$ cat src/rtl/sphere_vertex_evaluator_unit_assert.svh
// Assertion helpers for the sphere vertex evaluator.
`ifndef SPHERE_VERTEX_EVALUATOR_UNIT_ASSERT_SVH
`define SPHERE_VERTEX_EVALUATOR_UNIT_ASSERT_SVH

// Same-cycle implication, checked outside reset.
`define SVU_ASSERT_NOW(lbl, ante, cons, msg) \
  lbl: assert property (@(posedge clk) disable iff (rst) (ante) |-> (cons)) else $error(msg);

// Next-cycle implication, checked outside reset.
`define SVU_ASSERT_NEXT(lbl, ante, cons, msg) \
  lbl: assert property (@(posedge clk) disable iff (rst) (ante) |=> (cons)) else $error(msg);

`endif

$ cat src/rtl/svu_pkg.sv
package svu_pkg;

  localparam int CNT_W       = 11;
  localparam int RADIUS_W    = 15;
  localparam int CFG_W       = 15;
  localparam int CFG_IDX_W   = 2;
  // largest supported count; larger register values act as this
  localparam int MAX_DIVISIONS = 1024;
  // reciprocal ceil(2^55 / count), exact floor(i*2^33/count) after >> 22
  localparam int RECIP_W     = 56;
  localparam int RECIP_SHIFT = 22;
  localparam int PROD_W      = CNT_W + RECIP_W;
  localparam int FRAC_W      = 34;
  localparam int PHASE_W     = 32;
  localparam int TEX_W       = 17;
  localparam int CD_W        = 34;
  localparam int TRIG_W      = 32;
  localparam int OUT_W       = 16;

  localparam logic [CFG_IDX_W-1:0] REG_STACK  = 2'd0;
  localparam logic [CFG_IDX_W-1:0] REG_SLICE  = 2'd1;
  localparam logic [CFG_IDX_W-1:0] REG_RADIUS = 2'd2;

  localparam logic [CD_W-1:0] CORDIC_GAIN = 34'h26DD3B6A;

  typedef struct packed {
    logic               busy;
    logic [RECIP_W-1:0] value;
  } recip_t;

  typedef struct packed {
    logic             err;
    logic [TEX_W-1:0] tex_u;
    logic [TEX_W-1:0] tex_v;
  } side_t;

  // atan(2^-k) in turns, 2^32 per turn
  function automatic logic [31:0] atan_turn(input logic [4:0] k);
    logic [31:0] a;
    case (k)
      5'd0:  a = 32'h20000000;
      5'd1:  a = 32'h12E4051E;
      5'd2:  a = 32'h09FB385B;
      5'd3:  a = 32'h051111D4;
      5'd4:  a = 32'h028B0D43;
      5'd5:  a = 32'h0145D7E1;
      5'd6:  a = 32'h00A2F61E;
      5'd7:  a = 32'h00517C55;
      5'd8:  a = 32'h0028BE53;
      5'd9:  a = 32'h00145F2F;
      5'd10: a = 32'h000A2F98;
      5'd11: a = 32'h000517CC;
      5'd12: a = 32'h00028BE6;
      5'd13: a = 32'h000145F3;
      5'd14: a = 32'h0000A2FA;
      5'd15: a = 32'h0000517D;
      5'd16: a = 32'h000028BE;
      5'd17: a = 32'h0000145F;
      5'd18: a = 32'h00000A30;
      5'd19: a = 32'h00000518;
      5'd20: a = 32'h0000028C;
      5'd21: a = 32'h00000146;
      5'd22: a = 32'h000000A3;
      5'd23: a = 32'h00000051;
      default: a = 32'h0;
    endcase
    return a;
  endfunction

  function automatic logic signed [OUT_W-1:0] sat_norm(input logic signed [17:0] v);
    logic signed [OUT_W-1:0] r;
    if (v > 18'sd16384) begin
      r = 16'sd16384;
    end else if (v < -18'sd16384) begin
      r = -16'sd16384;
    end else begin
      r = v[OUT_W-1:0];
    end
    return r;
  endfunction

  function automatic logic signed [OUT_W-1:0] sat_pos(input logic signed [19:0] v);
    logic signed [OUT_W-1:0] r;
    if (v > 20'sd32767) begin
      r = 16'sd32767;
    end else if (v < -20'sd32767) begin
      r = -16'sd32767;
    end else begin
      r = v[OUT_W-1:0];
    end
    return r;
  endfunction

endpackage

$ cat src/rtl/svu_cordic.sv
// Pipelined CORDIC rotator, one step per stage, phase in turns (2^32)
module svu_cordic #(
  parameter int STEPS = 16
) (
  input  logic                               clk,
  input  logic                               rst,
  input  logic                               en,
  input  logic                               in_valid,
  input  logic [svu_pkg::PHASE_W-1:0]        phase,
  output logic                               out_valid,
  output logic signed [svu_pkg::TRIG_W-1:0]  cos_val,
  output logic signed [svu_pkg::TRIG_W-1:0]  sin_val
);

  localparam int DW = svu_pkg::CD_W;

  logic signed [DW-1:0] x [0:STEPS];
  logic signed [DW-1:0] y [0:STEPS];
  logic signed [DW-1:0] z [0:STEPS];
  logic                 fl [0:STEPS];
  logic                 vl [0:STEPS];

  logic                        flip;
  logic [svu_pkg::PHASE_W-1:0] res;
  logic signed [DW-1:0]        nx;
  logic signed [DW-1:0]        ny;

  // fold the left half-plane by half a turn
  assign flip = phase[svu_pkg::PHASE_W-1] ^ phase[svu_pkg::PHASE_W-2];
  assign res  = flip ? phase - 32'h8000_0000 : phase;

  always_ff @(posedge clk) begin
    if (rst) begin
      vl[0] <= 1'b0;
    end else if (en) begin
      vl[0] <= in_valid;
    end
  end

  always_ff @(posedge clk) begin
    if (en) begin
      x[0]  <= svu_pkg::CORDIC_GAIN;
      y[0]  <= '0;
      z[0]  <= DW'(signed'(res));
      fl[0] <= flip;
    end
  end

  // rotation steps
  for (genvar k = 0; k < STEPS; k++) begin : g_step
    logic signed [DW-1:0] dx;
    logic signed [DW-1:0] dy;
    logic signed [DW-1:0] at;

    assign dx = y[k] >>> k;
    assign dy = x[k] >>> k;
    assign at = signed'(DW'(svu_pkg::atan_turn(5'(k))));

    always_ff @(posedge clk) begin
      if (rst) begin
        vl[k+1] <= 1'b0;
      end else if (en) begin
        vl[k+1] <= vl[k];
      end
    end

    always_ff @(posedge clk) begin
      if (en) begin
        fl[k+1] <= fl[k];
        if (!z[k][DW-1]) begin
          x[k+1] <= x[k] - dx;
          y[k+1] <= y[k] + dy;
          z[k+1] <= z[k] - at;
        end else begin
          x[k+1] <= x[k] + dx;
          y[k+1] <= y[k] - dy;
          z[k+1] <= z[k] + at;
        end
      end
    end
  end

  // undo the fold
  assign nx = fl[STEPS] ? -x[STEPS] : x[STEPS];
  assign ny = fl[STEPS] ? -y[STEPS] : y[STEPS];

  always_ff @(posedge clk) begin
    if (rst) begin
      out_valid <= 1'b0;
    end else if (en) begin
      out_valid <= vl[STEPS];
    end
  end

  always_ff @(posedge clk) begin
    if (en) begin
      cos_val <= nx[svu_pkg::TRIG_W-1:0];
      sin_val <= ny[svu_pkg::TRIG_W-1:0];
    end
  end

endmodule

$ cat config.mk
export PLATFORM = sky130hd
export DESIGN_NAME = svu_cordic
export DESIGN_NICKNAME = d
export VERILOG_FILES = /design/src/rtl/sphere_vertex_evaluator_unit_assert.svh /design/src/rtl/svu_pkg.sv /design/src/rtl/svu_cordic.sv
export SDC_FILE = /design/constraint.sdc
export NUM_CORES = 2
export LEC_CHECK = 0
export ABC_AREA = 0
export BUFFER_PORTS_ARGS = -buffer_cell sky130_fd_sc_hd__buf_2
export CORE_MARGIN = 2
export CORE_UTILIZATION = 60
export DETAILED_ROUTE_END_ITERATION = 10
export HOLD_SLACK_MARGIN = 0.06
export PLACE_DENSITY = 0.76
export SYNTH_ARGS = -nofsm -noshare
export SYNTH_HDL_FRONTEND = slang
export SYNTH_SLANG_ARGS = --single-unit
$ cat constraint.sdc
create_clock -name clk -period 11.3 [get_ports clk]
set_input_delay 3.39 -clock clk [delete_from_list [all_inputs] [get_ports clk]]
set_output_delay 3.39 -clock clk [all_outputs]
set_load 0.02 [all_outputs]
==> impl_metrics.toml <==
[logic_synthesis]
synth_xor_xnor_area_share = 0.129
syn-num-nets = 14700
synth-seq-area-share = 0.372
synth.avg_cell_area_sq_um = 9.76
yosysMostFrequentCell = "edfxtp_1"
synth_adder_area_share = 0.142
yosys_warnings = 0
synth_top_family_by_area = "compound AO/OA/AOI/OAI gates"
synth-edff-count = 1597
synth_top_area_frac = 0.372
synth_mux_area_frac = 0.00911
synthCells = 13200
synthArstFlopShare = 0
synthTopCellsByArea = "edfxtp_1 (37%), ha_1 (14%), xnor2_1 (8.6%), a21oi_1 (5.4%), xor2_1 (4.2%)"
synth_ff_type = "edfxtp_1"
synth_area_sq_um = 129000
synth_cell_types = 100
ys_top_cells_by_count = "edfxtp_1 (1597), a21oi_1 (1401), ha_1 (1393), xnor2_1 (1268), nor2_1 (1004)"
synth-compound-area-share = 0.202
synth_seq_cells = 1598
yosysTopAreaCell = "edfxtp_1"
synth-simple-area-share = 0.125

[clock_tree]
clk_latency_ns = 0.85
cts_max_level = 4
clock-sinks = 1598
cts_max_path_buffers = 3
cts_root_buf = "clkbuf_16"
cts_resized = 0
cts_buffers = 179
cts_setup_buffers = 0
ctsHoldBuffers = 0
cts_tree = "built"
clkTransAtPathRegs_ns = 0.06

[layout]
fin_nets = 14800
area_delta_synth_final_pct = 7.79
drive_above_1_share = 0.0440

[timing]
hold_viol = 0
fmax_mhz = 116
finalClockSkew_ns = 0.0255
relSlewSlack = 0.234
rsz0062_at_grt = "no"
layout_setup_ws_ns = 2.69
tightestPinTransition_ns = 1.14
drv_slew = 0
setup_violations = 0
min_period_ns = 8.61
setup-tns-final_ns = 0
finalCritPeriodShare = 0.762

[run_status]
status = "finished, final reports clean"

[floorplanning]
die_h_um = 468
row_count = 170
io_pins = 101
die_area_sq_um = 219000
core_area_sq_um = 214000
die_w_um = 468
initial_utilization = 0.602

[placed_design]
dp_slack_ns = 2.00
portBuffers = 100
globalplace.congestion = 1.00
dp_hpwl_mm = 256

[drt]
detail-route-antenna-nets = 0
drtPass1Iterations = 8
drc = 0
vias = 102000
totalWireLength_mm = 327
via_per_inst = 6.22
wl_per_cell_um = 20.0
drt_iter0_markers = 8539

[grt]
overflow = 0
grt_pass1_vias = 97000
grt_pass1_wl_mm = 518
grt_max_degree = 173
antenna_found_initial = 7
track_usage = 0.292

[setup_path]
crit_arrival_ns = 9.19
critical_path_class = "in2reg"
end_kind = "register"
worstSetupStartpointType = "primary input"
path_max_fanout = 98
crit_required_ns = 11.88

[run]
max_cap_viol_count = 0

[min_path]
hold_path_class = "reg2reg"
==> flip-flops by register name (all words and copies together), names as in the netlist <==
name,cells
cos_val,32
y,509
out_valid,1
fl,17
vl,17
x,482
z,508
sin_val,32
==> critical path: stages <==
cell	delay (ns)
buf_12	0.37
buf_4	0.69
nand2_1	0.29
inv_2	0.73
nor2_1	0.11
xor2_1	0.18
ha_1	0.34
a21o_1	0.18
a21o_1	0.20
a21oi_1	0.21
o21ai_0	0.13
a41oi_1	0.49
o21ai_0	0.28
o41ai_1	0.65
o21ai_0	0.26
nor2_1	0.19
o21ai_0	0.13
xnor2_1	0.15
==> metrics by stage <==
step	hold slack, ns	util	std cells	area, sq um
2_1_floorplan	0.400	-	13200	129000
3_3_place_gp	0.401	0.620	16000	133000
6_report	0.404	0.649	16300	139000
3_5_place_dp	0.405	0.620	16000	133000
5_1_grt	0.411	0.649	16300	139000
4_1_cts	0.402	0.649	16300	139000
==> cells in the final DEF, fill, tap and decap left out, types with 179 or more instances in the layout <==
cell type / n
a21o_1: 688
a21oi_1: 1401
clkbuf_16: 179
edfxtp_1: 1597
ha_1: 1393
inv_1: 519
nand2_1: 718
nand2b_1: 232
nand3_1: 197
nor2_1: 1004
nor2b_1: 187
nor3_1: 303
o21a_1: 201
o21ai_0: 699
xnor2_1: 1268
xor2_1: 623
==> kinds of logic after synthesis <==
logic type	Yosys count
compound gates	4108
simple gates	3328
xor+xnor	1892
flops	1598
fa+ha+maj	1437
buf+inv	737
mux	112
==> area by class of cell <==
| type | count | area, sq um |
|---|---|---|
| multi-input cells | 10900 | 78200 |
| well taps | 2838 | 3550 |
| inverters | 529 | 1990 |
| flip-flops and latches | 1598 | 48000 |
| clock inverters | 124 | 1670 |
| clock buffers | 204 | 4570 |
| diodes | 4 | 10.0 |
| fillers | 16900 | 75200 |
| repair buffers | 163 | 1010 |
==> final timing paths <==
path	cells after the start	endpoint	slack, ns	startpoint
max	18	x[12][32]	2.69	en
max reg2reg	18	x[12][32]	5.36	y[11][18]
min	0	z[4][0]	0.40	z[3][0]
min reg2reg	0	z[4][0]	0.40	z[3][0]
==> per-layer routing <==
metal  vias up  share of wire  GRT usage
li1      49400              -          -
met1     48300           0.43      0.385
met2      3305           0.47      0.495
met3       621          0.060     0.0376
met4         2          0.037      0.103
met5         -       0.000046          0
Power is not shown: default switching activity piles up to over one toggle a cycle in this logic, so the estimate is an artifact.
