**src/rtl/sphere_vertex_evaluator_unit_assert.svh**
```systemverilog
// Assertion helpers for the sphere vertex evaluator.
`ifndef SPHERE_VERTEX_EVALUATOR_UNIT_ASSERT_SVH
`define SPHERE_VERTEX_EVALUATOR_UNIT_ASSERT_SVH

// Same-cycle implication, checked outside reset.
`define SVU_ASSERT_NOW(lbl, ante, cons, msg) \
  lbl: assert property (@(posedge clk) disable iff (rst) (ante) |-> (cons)) else $error(msg);

// Next-cycle implication, checked outside reset.
`define SVU_ASSERT_NEXT(lbl, ante, cons, msg) \
  lbl: assert property (@(posedge clk) disable iff (rst) (ante) |=> (cons)) else $error(msg);

`endif

```
**src/rtl/svu_pkg.sv**
```systemverilog
package svu_pkg;

  localparam int CNT_W       = 11;
  localparam int RADIUS_W    = 15;
  localparam int CFG_W       = 15;
  localparam int CFG_IDX_W   = 2;
  // largest supported count; larger register values act as this
  localparam int MAX_DIVISIONS = 1024;
  // reciprocal ceil(2^55 / count), exact floor(i*2^33/count) after >> 22
  localparam int RECIP_W     = 56;
  localparam int RECIP_SHIFT = 22;
  localparam int PROD_W      = CNT_W + RECIP_W;
  localparam int FRAC_W      = 34;
  localparam int PHASE_W     = 32;
  localparam int TEX_W       = 17;
  localparam int CD_W        = 34;
  localparam int TRIG_W      = 32;
  localparam int OUT_W       = 16;

  localparam logic [CFG_IDX_W-1:0] REG_STACK  = 2'd0;
  localparam logic [CFG_IDX_W-1:0] REG_SLICE  = 2'd1;
  localparam logic [CFG_IDX_W-1:0] REG_RADIUS = 2'd2;

  localparam logic [CD_W-1:0] CORDIC_GAIN = 34'h26DD3B6A;

  typedef struct packed {
    logic               busy;
    logic [RECIP_W-1:0] value;
  } recip_t;

  typedef struct packed {
    logic             err;
    logic [TEX_W-1:0] tex_u;
    logic [TEX_W-1:0] tex_v;
  } side_t;

  // atan(2^-k) in turns, 2^32 per turn
  function automatic logic [31:0] atan_turn(input logic [4:0] k);
    logic [31:0] a;
    case (k)
      5'd0:  a = 32'h20000000;
      5'd1:  a = 32'h12E4051E;
      5'd2:  a = 32'h09FB385B;
      5'd3:  a = 32'h051111D4;
      5'd4:  a = 32'h028B0D43;
      5'd5:  a = 32'h0145D7E1;
      5'd6:  a = 32'h00A2F61E;
      5'd7:  a = 32'h00517C55;
      5'd8:  a = 32'h0028BE53;
      5'd9:  a = 32'h00145F2F;
      5'd10: a = 32'h000A2F98;
      5'd11: a = 32'h000517CC;
      5'd12: a = 32'h00028BE6;
      5'd13: a = 32'h000145F3;
      5'd14: a = 32'h0000A2FA;
      5'd15: a = 32'h0000517D;
      5'd16: a = 32'h000028BE;
      5'd17: a = 32'h0000145F;
      5'd18: a = 32'h00000A30;
      5'd19: a = 32'h00000518;
      5'd20: a = 32'h0000028C;
      5'd21: a = 32'h00000146;
      5'd22: a = 32'h000000A3;
      5'd23: a = 32'h00000051;
      default: a = 32'h0;
    endcase
    return a;
  endfunction

  function automatic logic signed [OUT_W-1:0] sat_norm(input logic signed [17:0] v);
    logic signed [OUT_W-1:0] r;
    if (v > 18'sd16384) begin
      r = 16'sd16384;
    end else if (v < -18'sd16384) begin
      r = -16'sd16384;
    end else begin
      r = v[OUT_W-1:0];
    end
    return r;
  endfunction

  function automatic logic signed [OUT_W-1:0] sat_pos(input logic signed [19:0] v);
    logic signed [OUT_W-1:0] r;
    if (v > 20'sd32767) begin
      r = 16'sd32767;
    end else if (v < -20'sd32767) begin
      r = -16'sd32767;
    end else begin
      r = v[OUT_W-1:0];
    end
    return r;
  endfunction

endpackage

```
**src/rtl/svu_recip.sv**
```systemverilog
// Bit-serial restoring divider: value = ceil(2^55 / divisor)
module svu_recip (
  input  logic                      clk,
  input  logic                      rst,
  input  logic                      start,
  input  logic [svu_pkg::CNT_W-1:0] divisor,
  output svu_pkg::recip_t           result
);

  localparam int CW = $clog2(svu_pkg::RECIP_W);

  logic                        busy;
  logic [CW-1:0]               cnt;
  logic [svu_pkg::RECIP_W-1:0] num;
  logic [svu_pkg::CNT_W-1:0]   rem;
  logic [svu_pkg::RECIP_W-1:0] quo;
  logic [svu_pkg::CNT_W:0]     trial;
  logic                        take;

  // one quotient bit per cycle
  assign trial = {rem, num[svu_pkg::RECIP_W-1]};
  assign take  = trial >= {1'b0, divisor};

  always_ff @(posedge clk) begin
    if (rst) begin
      busy <= 1'b0;
      cnt  <= '0;
    end else if (start) begin
      busy <= 1'b1;
      cnt  <= '0;
    end else if (busy) begin
      cnt <= cnt + CW'(1);
      if (cnt == CW'(svu_pkg::RECIP_W - 1)) begin
        busy <= 1'b0;
      end
    end
  end

  always_ff @(posedge clk) begin
    if (start) begin
      // dividend 2^55 + d - 1 gives the ceiling
      num <= {1'b1, {(svu_pkg::RECIP_W-1){1'b0}}} + svu_pkg::RECIP_W'(divisor)
             - svu_pkg::RECIP_W'(1);
      rem <= '0;
    end else if (busy) begin
      num <= {num[svu_pkg::RECIP_W-2:0], 1'b0};
      rem <= take ? svu_pkg::CNT_W'(trial - {1'b0, divisor}) : trial[svu_pkg::CNT_W-1:0];
      quo <= {quo[svu_pkg::RECIP_W-2:0], take};
    end
  end

  assign result.busy  = busy;
  assign result.value = quo;

endmodule

```
**config.mk**
```make
export PLATFORM = sky130hd
export DESIGN_NAME = svu_recip
export DESIGN_NICKNAME = d
export VERILOG_FILES = /design/src/rtl/sphere_vertex_evaluator_unit_assert.svh /design/src/rtl/svu_pkg.sv /design/src/rtl/svu_recip.sv
export SDC_FILE = /design/constraint.sdc
export NUM_CORES = 1
export LEC_CHECK = 0
export ABC_AREA = 1
export BUFFER_PORTS_ARGS = -buffer_cell sky130_fd_sc_hd__buf_2
export CAP_MARGIN = 0
export CORE_ASPECT_RATIO = 1.1
export CORE_UTILIZATION = 52
export CTS_CLUSTER_DIAMETER = 80
export CTS_CLUSTER_SIZE = 25
export DETAILED_ROUTE_END_ITERATION = 8
export PLACE_DENSITY = 0.77
export SLEW_MARGIN = 20
export SYNTH_ARGS = -nofsm -noshare
export SYNTH_HDL_FRONTEND = slang
export SYNTH_SLANG_ARGS = --single-unit
```
**constraint.sdc**
```tcl
create_clock -name clk -period 2.34 [get_ports clk]
set_input_delay 0.117 -clock clk [delete_from_list [all_inputs] [get_ports clk]]
set_output_delay 0.117 -clock clk [all_outputs]
set_load 0.01 [all_outputs]
```
==> impl_metrics.env <==
export IMPL_status="finished clean"
export IMPL_dp_hpwl_um=7440
export IMPL_multi_input_area_mm2=0.00163
export IMPL_ctsHtreeMaxLevel=4
export IMPL_p_clk_share_pct=45.3
export IMPL_critPathMaxFanout=12
export IMPL_combPwrFrac_pct=6.3
export IMPL_place_congestion=0.917
export IMPL_power_internal_mw=4.35
export IMPL_utilization_pct=64.0
export IMPL_die_w_um=102
export IMPL_min_period_ns=2.06
export IMPL_cts_tree="done"
export IMPL_cp_required_ns=2.32
export IMPL_relSlewSlack_pct=29.1
export IMPL_fin_tns_setup_ns=0
export IMPL_grt_setup_unrepaired="no"
export IMPL_diodes=0
export IMPL_fin_crit_sh_pct=87.9
export IMPL_hold_viol_final=0
export IMPL_num_io_pins=71
export IMPL_ant_nets=0
export IMPL_via_count=3864
export IMPL_skew_ns=0.00582
export IMPL_first_pass_iters=4
export IMPL_synthesis_area_mm2=0.00569
export IMPL_regArea_mm2=0.00372
export IMPL_ys_seq_area_share_pct=65.4
export IMPL_finalPower_mw=5.61
export IMPL_p_leak_nw=3.03
export IMPL_min_delay_start="divisor[0]"
export IMPL_ys_ff_latch=130
export IMPL_vias_per_cell=5.07
export IMPL_fillCellCount=888
export IMPL_area_growth_pct=18.6
export IMPL_insertion_delay_ns=0.42
export IMPL_rows=39
export IMPL_syn_avg_cell_area_um2=10.8
export IMPL_grt_max_degree=68
export IMPL_drive_gt1_share_pct=22.3
export IMPL_cp_start_kind="flop"
export IMPL_grt_pass1_wl_um=18600
export IMPL_worstPathArrival_ns=2.04
export IMPL_dieArea_mm2=0.0114
export IMPL_r2r_cells=8
export IMPL_r2r_end="quo[0]"
export IMPL_sw_frac_of_total_pct=22.5
export IMPL_synth_cell_type_count=33
export IMPL_maxCapViolCount=0
export IMPL_numCtsBuffers=17
export IMPL_hold_class="in2reg"
export IMPL_setup_viol=0
export IMPL_nets=635
export IMPL_worst_setup_path_end_kind="flop"
export IMPL_clockBufferDepth=2
export IMPL_hold_depth=2
export IMPL_worstSetupPathType="reg2reg"
export IMPL_grt_pass1_vias=3867
export IMPL_synth_warnings=0
export IMPL_timing_fmax_mhz=486
export IMPL_instances_no_fill=762
export IMPL_track_usage_pct=21.9
export IMPL_peakVddDrop_v=0.000500
export IMPL_drc_errors=0
export IMPL_hold_end="num[0]"
export IMPL_power_density_mw_per_mm2=832
export IMPL_tightest_slew_ns=1.06
export IMPL_p_sw_mw=1.26
export IMPL_synthArstFlopShare_pct=0
export IMPL_p_seq_share_pct=48.4
export IMPL_synth_edf_count=112
export IMPL_io_buffer_count=70
export IMPL_die_y_um=112
export IMPL_synth_nets=558
export IMPL_rr_startpoint="num[55]"
export IMPL_synthCells=529
export IMPL_initialDrtViolationCount=169
export IMPL_cp_startpoint="num[55]"
export IMPL_antenna_found_initial=0
export IMPL_postCtsSetupRepairBufs=0
export IMPL_wl_per_cell_um=14.9
export IMPL_grt_overflow=0
export IMPL_initial_core_util_pct=54.0
export IMPL_r2r_slack_ns=0.28
export IMPL_clkSinkCount=130
export IMPL_drv_slew=0
export IMPL_cts_root_buf="clkbuf_16"
export IMPL_routed_wirelength_um=11400
export IMPL_dp_cells=729
export IMPL_clk_pin_slew_ns=0.06
export IMPL_fp_coreArea_mm2=0.0105
export IMPL_ys_flop_type="edfxtp_1"
==> through the flow <==
stage | setup WS, ns | cell area, um2 | hold slack (ns)
5_1_grt | 0.113 | 6750 | 0.0229
2_1_floorplan | 0.0965 | 5690 | 0.195
4_1_cts | 0.300 | 6750 | 0.00121
3_3_place_gp | 0.364 | 6170 | 0.306
3_5_place_dp | 0.306 | 6170 | 0.308
6_report | 0.284 | 6750 | 0.0202
==> logic make-up (layout without fill, tap and decap cells) <==
group | after synthesis | count (layout) | share of synthesized area, %
AND/OR/NAND/NOR | 277 | 277 | 21.7
flip-flops | 130 | 130 | 65.4
buffers and inverters | 75 | 165 | 6.09
AO/OA/AOI/OAI | 27 | 27 | 2.57
adder cells (fa/ha/maj) | 15 | 15 | 3.43
XOR/XNOR | 5 | 5 | 0.769
==> layer usage <==
metal,part of all wire (%),vias to the layer above,global-route usage [%]
li1,-,1918,-
met1,44,1849,27.9
met2,51,80,35.5
met3,3.5,17,5.34
met4,1.3,0,9.08
met5,0,-,0
==> power by group through the flow <==
stage          combinational, mW  clock [mW]  sequential [mW]
6_report                   0.356        2.54             2.72
5_1_grt                    0.401        2.68             2.73
4_1_cts                    0.359        2.58             2.72
3_5_place_dp               0.353           0             2.76
3_3_place_gp               0.347           0             2.76
2_1_floorplan              0.219           0             2.77
==> sequential cells by signal, summed over array words and instances, names as in the netlist <==
register  count
quo          56
cnt           6
num          56
rem          11
busy          1
==> cells in the mapped netlist, types with 2 or more instances <==
cell type,number,area share [%]
nand2_1,171,11
edfxtp_1,112,59
inv_1,53,3.5
nor2_1,30,2.0
nand3_1,28,2.5
dfxtp_1,18,6.3
ha_1,14,3.1
nand4_1,14,1.5
nand2_2,13,1.4
a21oi_1,12,1.1
o21ai_0,10,0.88
clkbuf_1,7,0.46
buf_6,5,0.99
nand3_2,5,0.88
nor2_2,5,0.55
inv_2,4,0.26
buf_2,3,0.26
nor3_1,3,0.26
xor2_1,3,0.46
a31oi_1,2,0.22
buf_4,2,0.26
nand4_2,2,0.44
nor2_4,2,0.40
xnor2_1,2,0.31
==> cell type report <==
class	count	area share, %
repair buffers	76	6.45
clock buffers	19	6.41
multi-input cells	324	24.2
inverters	57	3.17
clock inverters	13	2.00
flip-flops and latches	130	55.2
well taps	143	2.65
==> worst max-delay path: stages, from the launching register on <==
cell	delay, ns
edfxtp_1	0.36
inv_1	0.08
ha_1	0.18
fa_1	0.22
inv_1	0.07
nand3_1	0.08
nand3_2	0.12
nand2_2	0.11
nand4_2	0.40
==> worst max path at each step <==
stage / endpoint / slack [ns] / cells after the start
final: quo[0] / 0.28 / 8
after global routing: rem[10] / 0.11 / 11
after CTS: rem[5] / 0.30 / 11
after detailed placement: rem[10] / 0.31 / 11
after global placement: quo[0] / 0.36 / 8
after floorplan: num[0] / 0.1 / 3
==> layout by cell type (no fill, tap or decap), types with 5 or more instances in the layout <==
cell type  count
buf_2         70
ha_1          14
a21oi_1       12
nand3_2        5
nand2_1      171
edfxtp_1     112
inv_2          5
nor2_1        29
nand4_1       14
nand3_1       28
nand2_2       13
dfxtp_1       18
o21ai_0       10
clkbuf_16     17
nor2_2         5
inv_1         52
==> repair_timing <==
| action | in CTS | in global routing |
|---|---|---|
| endpoints found under the hold margin | 1 | 0 |
| hold buffers | 1 | 0 |
| resized for setup | 0 | 0 |
(Power assumes the default switching activity.)
